<file path="config.mk">
export PLATFORM = sky130hd
export DESIGN_NAME = ffbp_cell
export DESIGN_NICKNAME = d
export VERILOG_FILES = /design/src/rtl/core/first_fit_buffer_pool_core_defines.svh /design/src/rtl/core/ffbp_pkg.sv /design/src/rtl/core/ffbp_cell.sv
export SDC_FILE = /design/constraint.sdc
export NUM_CORES = 1
export LEC_CHECK = 0
export BUFFER_PORTS_ARGS = -buffer_cell sky130_fd_sc_hd__buf_2
export CAP_MARGIN = 20
export CORE_MARGIN = 2
export CORE_UTILIZATION = 38
export DETAILED_ROUTE_END_ITERATION = 6
export PLACE_DENSITY = 0.83
export SLEW_MARGIN = 20
export SYNTH_ARGS = -nofsm -noshare
export SYNTH_HDL_FRONTEND = slang
export SYNTH_SLANG_ARGS = --single-unit
</file>
<file path="constraint.sdc">
create_clock -name clk -period 2.5 [get_ports clk]
set_clock_uncertainty 0.1 [all_clocks]
set_input_delay 0.375 -clock clk [delete_from_list [all_inputs] [get_ports clk]]
set_output_delay 0.375 -clock clk [all_outputs]
set_load 0.05 [all_outputs]
</file>
<file path="src/rtl/core/first_fit_buffer_pool_core_defines.svh">
// ----------------------------------------------------------------------------
// first_fit_buffer_pool_core_defines
// Assertion macros shared by the buffer pool RTL.
// ----------------------------------------------------------------------------
`ifndef FIRST_FIT_BUFFER_POOL_CORE_DEFINES_SVH
`define FIRST_FIT_BUFFER_POOL_CORE_DEFINES_SVH

`ifndef SYNTHESIS
// checked property, quiet during reset
`define FFBP_ASSERT(lbl, clk, rst_n, prop, msg) \
  lbl: assert property (@(posedge clk) disable iff (!rst_n) (prop)) else $error(msg);
// checked property, also during reset
`define FFBP_ASSERT_ALWAYS(lbl, clk, prop, msg) \
  lbl: assert property (@(posedge clk) (prop)) else $error(msg);
`else
`define FFBP_ASSERT(lbl, clk, rst_n, prop, msg)
`define FFBP_ASSERT_ALWAYS(lbl, clk, prop, msg)
`endif

`endif

</file>
<file path="src/rtl/core/ffbp_pkg.sv">
// ----------------------------------------------------------------------------
// ffbp_pkg
// Widths, codes and shared types of the first-fit buffer pool.
// ----------------------------------------------------------------------------
package ffbp_pkg;

  localparam int HANDLE_W = 52;
  localparam int PAGES_W  = 21;
  localparam int LEN_W    = 32;

  typedef enum logic {
    ACT_REQ = 1'b0,
    ACT_RET = 1'b1
  } action_t;

  typedef enum logic [1:0] {
    ST_HIT    = 2'd0,
    ST_MISS   = 2'd1,
    ST_STORED = 2'd2,
    ST_EVICT  = 2'd3
  } status_t;

  typedef enum logic [1:0] {
    S_IDLE,
    S_PUSH,
    S_SEARCH
  } fsm_t;

  typedef struct packed {
    logic [HANDLE_W-1:0] handle;
    logic [PAGES_W-1:0]  pages;
  } entry_t;

  // per-cycle commands broadcast to every cell
  typedef struct packed {
    logic load;  // token enters cell 0
    logic step;  // token moves one cell on
    logic pull;  // cells at or past the hit close the gap
    logic push;  // all cells shift one place toward the tail
    logic clr;   // drop token and search marks
  } ctl_t;

endpackage

</file>
<file path="src/rtl/core/ffbp_cell.sv">
// ----------------------------------------------------------------------------
// ffbp_cell
// One pool slot: holds an entry, carries the search token and its compare.
// ----------------------------------------------------------------------------
module ffbp_cell import ffbp_pkg::*; #(
  parameter int NEED_W = 21
) (
  input  logic              clk,
  input  logic              rst_n,
  input  ctl_t              ctl,
  input  logic              live,
  input  logic [NEED_W-1:0] need,
  input  logic              tok_in,
  input  entry_t            left_ent,
  input  entry_t            right_ent,
  output entry_t            ent,
  output logic              tok_out,
  output logic              hit
);

  localparam int CMP_W = (NEED_W > PAGES_W) ? NEED_W : PAGES_W;

  entry_t ent_r;
  logic   tok_r;
  logic   seen_r;

  always_ff @(posedge clk) begin
    if (ctl.push) begin
      ent_r <= left_ent;
    end else if (ctl.pull && !seen_r) begin
      ent_r <= right_ent;
    end
  end

  always_ff @(posedge clk) begin
    if (!rst_n) begin
      tok_r  <= 1'b0;
      seen_r <= 1'b0;
    end else if (ctl.clr) begin
      tok_r  <= 1'b0;
      seen_r <= 1'b0;
    end else if (ctl.step) begin
      tok_r  <= tok_in;
      seen_r <= seen_r | tok_r;
    end
  end

  assign hit     = tok_r && live && (CMP_W'(need) <= CMP_W'(ent_r.pages));
  assign ent     = ent_r;
  assign tok_out = tok_r;

endmodule

</file>
* Word level (Yosys, flattened, before mapping)
Cells that the tools add are included.
Word-level totals: flip-flop bits (word level) 75, logic and storage cells 15
Cells by class: magnitude comparators 1, muxes and demuxes 2, bitwise gates (word level) 2, reductions and logical operators 6
Operators with widths (number):
- two-way mux 73 bit | 2
- <= comparator 21 bit | 1
- logical AND 1 bit | 3
- nonzero test 2 bit | 1
- OR reduction 2 bit | 1
- zero test 1 bit | 1
- NOT 1 bit | 1
- OR 1 bit | 1

* Depth between registers and ports, before layout
Gate-level depths: netlist (run 1).
depth after elaboration 4, depth in mapped cells 7, mapped depth without buffers 7

* Worst setup path after synthesis (run 1)
Ideal clock, no wire load.
path kind input -> register, start input port ctl[1] in the netlist's numbering, end register ent_r, in the netlist ent[0], enable pin, setup time 430 ps, arrival 2199 ps, data required time 1970 ps, path slack -229 ps, stages on the path 3, path buffers 2, cell sequence buf_4 buf_6 a21o_1
On the way: word-level cells in the longest chain between the ends 1
Ends and longest elaborated chain:
- from (decl) | RTL line ffbp_cell.sv:10 | input ctl_t ctl,
- nonzero test 2 bit (no source line)
- to (signal assigned) | RTL line ffbp_cell.sv:29 | ent_r <= left_ent;
- to (signal assigned) | RTL line ffbp_cell.sv:31 | ent_r <= right_ent;
- to (decl) | RTL line ffbp_cell.sv:23 | entry_t ent_r;
Every way passes these cells. A chain may end at the register's enable or synchronous reset.

* Worst setup path in the final report (run 1)
start register ent_r, in the netlist ent[19], end output port hit
On the way: word-level cells in the longest chain between the ends 2
Ends and longest elaborated chain:
- <= comparator 21 bit | RTL line ffbp_cell.sv:48 | assign hit = tok_r && live && (CMP_W'(need) <= CMP_W'(ent_r.pages));
- logical AND 1 bit | RTL line ffbp_cell.sv:48
- to (decl) | RTL line ffbp_cell.sv:18 | output logic hit
Every way passes these cells.

==> run metrics, run 1 <==
Reg power frac=between 40 and 50%; Critical Path Max Stage Delay=between 0.3 and 0.4 ns; Synth Flop Type=edfxtp_1; vias=2934; Register Area=2230 um^2; Final Hold Fails=0; CP Cell Sequence=inv_1 -> ha_1 -> a21oi_2 -> nand2_1 -> a211oi_2 -> o21ai_2 -> o21ai_2 -> buf_6; # Post-CTS Setup Buffers=0; Antenna Violating Nets Remaining=0; destination of the worst hold path=tok_out; syn_nets=437; Pint=about 2200 uW; WL/cell=14.6 um; Die X=a little over 100 um; Net Sw Frac=32.1%; die height=between 100 and 150 um; crit path DAT=~1.9 ns; clock share of power=23.8%; Non-Filler Cell Area, Final=5350 um^2; Synth Area per Inst=15.5 um^2; RR Startpoint=seen_r; first-pass GRT wire length=between 10 and 15 mm; synthesized instance count=240; Pwr Total=3180 uW; ANT cells=0; VDD IR max=0.348 mV; CTS tree=done; CP max FO=3; slowest CP cell=edfxtp_1; reg2reg end=ent[14]; Comb power frac=27.9%; status=completed; pin count of the biggest net entering global routing=47; antenna violations before repair=0; GP Congestion=0.801; Initial Util=38.6%; Seq cells post-synth=75; reg-to-reg slack, setup=around 1.1 ns; Core Region=9640 um^2; gr ovfl total=0; RSZ-0062 raised after global routing=yes; final std cells w/o fill=around 640; share of layout cells above drive strength 1=a little over two thirds; Final Max Tran Viols=0; aggregate routed wire length=9.29 mm; GRT Util Overall=16.9%; Slew @ Worst Pin=0.307 ns; Worst Hold Path Cells=3; Crit Path Class=reg2out; Crit path top cell by count=o21ai_2; vias per cell=about 4.6; Hold Slack=0.185 ns; area post-placement=5130 um^2; Power Dens Cells=595 nW/um^2; placed insts=620; yosys warns=0; vias in the first global route=roughly 3000; DRT Pass-1 Iters=4; synth cell count leaders=edfxtp_1, mux2_2, inv_1, ha_1, a21oi_1; total CTS buffers=9; Sw Pwr=1020 uW; row count=36; CTS max path bufs=2; FF-to-FF path depth=3; max cap viols=0; Final HPWL DP=~7.5 mm; WP buf/inv=2; Filler cells=853; crit start category=register; dominant cell type by area after synthesis=edfxtp_1; DR iter-0 viols=46; Synth area leaders=edfxtp_1, mux2_2, ha_1, inv_1, buf_6; HP Start=tok_in; DRC violations left=0; setup violators final=0; Syn Std Cell Area=3720 um^2; top cell family by delay on the critical path=compound AO/OA/AOI/OAI gates; distinct cell type count after synthesis=26; Synth top area share=about three fifths; maximum operating frequency=417 MHz; Synth async-reset ratio=0%; CTS Sinks=75; Clock Root Buffer=clkbuf_8; H-tree Lvls=3; die area=10600 um^2; Final Critical Period=2.40 ns; clk_lat worst skew=0.33 ns; Slew HR=about four fifths; final layout net count=695; final period utilization=95.9%; Fin Setup TNS=0 ns; Seq/Total Area, Yosys=about three fifths; Hold WC Path Type=in2reg; P_leak=0.00250 uW; multi-input logic area=1400 um^2; Post-synth EDFFs=73; worst path required time=2.03 ns; Clock transition at path regs=roughly 0.070 ns; I/O Pins=251; Port Buffers=249; Area Overhead vs Synth=43.7%; Crit. End Element=output pin
kinds of logic (layout without fill, tap and decap cells):
family | Yosys count | after routing | synth area share [%]
flops | 75 | 75 | 60.0
simple gates | 21 | 21 | 2.82
buf+inv | 30 | 292 | 4.37
mux | 74 | 74 | 22.4
compound gates | 19 | 19 | 3.40
fa+ha+maj | 21 | 21 | 7.06
timing repair:
| item | in CTS | in global routing |
|---|---|---|
| hold buffers | 0 | 0 |
| resized for setup | 3 | 9 |
| pin swaps | 0 | 2 |
| setup endpoints to repair | 1 | 1 |
area by class of cell:
type / instances / share of cell area [%]
multi-input combinational: 135 / 26.1
sequential: 75 / 41.7
tap: 133 / 3.11
clock buffer: 11 / 2.46
clock inverter: 4 / 0.351
inverter: 22 / 1.54
timing repair buffer: 255 / 24.7
worst max path at each step:
stage / from / end / slack, ns / cells after the start
6_report: ent[19] / hit / 0.10 / 8
5_1_grt: ent[9] / hit / -0.01 / 8
4_1_cts: ent[19] / hit / 0.01 / 7
3_5_place_dp: need[14] / hit / 0.19 / 8
3_3_place_gp: need[19] / hit / 0.22 / 8
2_1_floorplan: ent[6] / hit / 0.01 / 7
registers in the layout, summed over array words and instances (netlist names):
name	count
ent	73
tok_out	1
seen_r	1
metal layers:
metal | wire [um] | global-route usage, %
met1 | 3460 | 17.2
met2 | 4830 | 31.6
met3 | 795 | 4.68
met4 | 202 | 8.40
met5 | 0 | 0
worst min-delay path, stage by stage:
cell     delay (ns)
buf_2          0.08
mux2i_1        0.06
nor2_1         0.07
layout by cell type, fill, tap and decap left out, types with 3 or more instances in the layout:
cell / netlist / routed
a21oi_1: 8 / 6
mux2_2: 73 / 73
buf_4: 1 / 4
nand3_1: 3 / 3
ha_1: 21 / 18
clkinv_2: 0 / 3
inv_1: 22 / 22
nand4_1: 3 / 3
clkbuf_8: 0 / 9
nand2_1: 6 / 6
ha_4: 0 / 3
edfxtp_1: 73 / 73
buf_2: 1 / 248
a21oi_2: 1 / 3
nor2_1: 4 / 3
per-stage QoR:
step | setup slack [ns] | util (%)
floorplan | 0.0105 | -
global placement | 0.224 | 53.2
detailed placement | 0.194 | 53.2
CTS | 0.0137 | 54.9
global route | -0.0113 | 55.5
finish | 0.101 | 55.5
power by group through the flow:
stage          combinational [uW]  clock [uW]  sequential [uW]
3_5_place_dp                  878           0             1570
5_1_grt                       950         833             1550
6_report                      890         757             1540
4_1_cts                       884         791             1540
2_1_floorplan                 223           0             1940
3_3_place_gp                  858           0             1560
Note: power is estimated with default switching activity, not from simulation.
==> run 2: changes to the inputs <==
--- a/config.mk
+++ b/config.mk
@@ -5,12 +5,13 @@
 export SDC_FILE = /design/constraint.sdc
 export NUM_CORES = 1
 export LEC_CHECK = 0
-export BUFFER_PORTS_ARGS = -buffer_cell sky130_fd_sc_hd__buf_2
+export BUFFER_PORTS_ARGS = -buffer_cell sky130_fd_sc_hd__clkbuf_2
 export CAP_MARGIN = 20
 export CORE_MARGIN = 2
 export CORE_UTILIZATION = 38
 export DETAILED_ROUTE_END_ITERATION = 6
 export PLACE_DENSITY = 0.83
+export REMOVE_ABC_BUFFERS = 1
 export SLEW_MARGIN = 20
 export SYNTH_ARGS = -nofsm -noshare
 export SYNTH_HDL_FRONTEND = slang
==> run 2 against run 1 <==
  * Register-to-register slack got worse by 0.04 ns
  * Global-route usage up 0.50 points
  * Combinational power decreased by 0.6%
  * Sequential cell count is the same
  * Sequential share of layout area is 0.20 points lower
  * Cell area increased by 0.49%
  * Wire length is 1.7% higher
  * Critical path depth unchanged
  * Sequential power about the same
  * Worst setup slack got worse by 0.058 ns
  * Final cell count increased by 0.16%
  * Total power grew 5.0%
  * Critical path type unchanged
  * Largest cell class unchanged
  * Highest routed layer unchanged
==> run metrics, run 2 (same netlist as run 1, synthesis figures left out) <==
Final Max Tran Viols=0; max cap viols=0; Die X=103 um; Crit Path Class=reg2out; first-pass GRT wire length=13.7 mm; GRT Util Overall=17.4%; vias in the first global route=2964; DRT Pass-1 Iters=4; antenna violations before repair=0; HP Start=tok_in; crit start category=register; final worst setup slack=around 0.043 ns; Core Region=9640 um^2; final layout net count=slightly below 700; CP Cell Sequence=inv_2 -> ha_4 -> a21o_1 -> nand3_2 -> a21oi_2 -> o31a_1 -> o21ai_2 -> buf_8; P_leak=between 0.002 and 0.003 uW; share of layout cells above drive strength 1=slightly above 70%; die height=around 100 um; FF-to-FF path depth=3; I/O Pins=~250; vias per cell=between 4 and 5; RR Startpoint=seen_r; H-tree Lvls=3; die area=approximately 11000 um^2; Slew @ Worst Pin=0.529 ns; Critical Path Max Stage Delay=0.42 ns; GP Congestion=0.775; CP max FO=2; pin count of the biggest net entering global routing=42; DR iter-0 viols=59; most common cell after layout, fill and taps aside=clkbuf_2; setup violators final=0; Antenna Violating Nets Remaining=0; crit path DAT=1.98 ns; slowest CP cell=edfxtp_1; aggregate routed wire length=9.45 mm; destination of the worst hold path=tok_out; row count=36; Power Dens Cells=roughly 620 nW/um^2; WL/cell=14.9 um; maximum operating frequency=407 MHz; Hold WC Path Type=in2reg; ANT cells=0; CTS tree=done; Clock Root Buffer=clkbuf_8; Final Critical Period=2.46 ns; Hold Slack=between 0.15 and 0.2 ns; DRC violations left=0; reg-to-reg slack, setup=1.10 ns; Final HPWL DP=between 7 and 8 mm; DP Worst Slack=about 0.18 ns; CTS Sinks=75; CTS hold repair buffers=0; Clock transition at path regs=0.08 ns; Crit. End Element=output pin; Filler cells=844; clk_lat worst skew=0.33 ns; VDD IR max=0.411 mV; most frequent cells in the layout=clkbuf_2, mux2_2, edfxtp_1; Final Hold Fails=0; status=completed; final period utilization=98.3%; Worst Hold Path Cells=3; Area Overhead vs Synth=44.5%; Pwr Total=3340 uW; vias=2915; max reg flops=73; Port Buffers=249; Slew HR=64.8%; CP Launch Point=ent[6]; gr ovfl total=0; total CTS buffers=9; worst path required time=2.03 ns; Initial Util=38.6%; RSZ-0062 raised after global routing=yes; CTS max path bufs=2; reg2reg end=ent[42]
[run 2: cell types whose count changed in the layout (fill, tap and decap cells not counted), sizes merged]
cell | previous run | this run
bufinv | 0 | 1
clkbuf | 11 | 256
clkinvlp | 0 | 2
buf | 255 | 8
[run 2: repair_timing]
action                     in CTS  in global routing
gates resized for setup         3                 10
buffers inserted                0                  2
setup endpoints to repair       1                  1
pin swaps                       0                  2
[run 2: how the worst max path moves through the flow]
stage / end / slack [ns] / cells past startpoint
CTS: hit / 0.004 / 8
detailed placement: hit / 0.18 / 8
global placement: hit / 0.19 / 8
floorplan: hit / 0.01 / 7
finish: hit / 0.04 / 8
global route: hit / -0.07 / 8
[run 2: routing by layer]
metal,vias up,track usage [%],wire [um]
li1,1417,-,-
met1,1340,18.2,3350
met2,144,32.5,5130
met3,14,5.97,815
met4,0,5.87,160
met5,-,0,0
[run 2: stage by stage]
stage                     util [%]  setup TNS (ns)  cell area, um^2  instances
after floorplan                  -               0             3640        232
after global placement        53.0               0             5110        618
after detailed placement      53.0               0             5110        618
after CTS                     55.1               0             5310        634
after global routing          55.8         -0.0744             5380        636
final                         55.8               0             5380        636
[run 2: report_power, final]
part / internal, uW / leakage (uW) / switching [uW] / total [uW]
logic: 305 / 0.00171 / 581 / 885
clock network: 457 / 0.0000950 / 457 / 914
registers: 1510 / 0.000760 / 38.8 / 1540
total: 2270 / 0.00256 / 1080 / 3340
[run 2: area by class of cell]
| cell class | count | area, um^2 | area share (%) |
|---|---|---|---|
| multi-input cells | 135 | 1390 | 25.8 |
| repair buffers | 255 | 1320 | 24.5 |
| clock inverters | 7 | 68.8 | 1.28 |
| clock buffers | 9 | 124 | 2.30 |
| flip-flops and latches | 75 | 2230 | 41.5 |
| well taps | 133 | 166 | 3.10 |
| inverters | 22 | 82.6 | 1.54 |
[run 2: critical path: cells and delay by family (launching register included)]
| family | cells | cell delay [ns] |
|---|---|---|
| simple gates | 1 | 0.08 |
| compound gates | 4 | 0.70 |
| buf+inv | 2 | 0.26 |
| fa+ha+maj | 1 | 0.19 |
| flops | 1 | 0.42 |
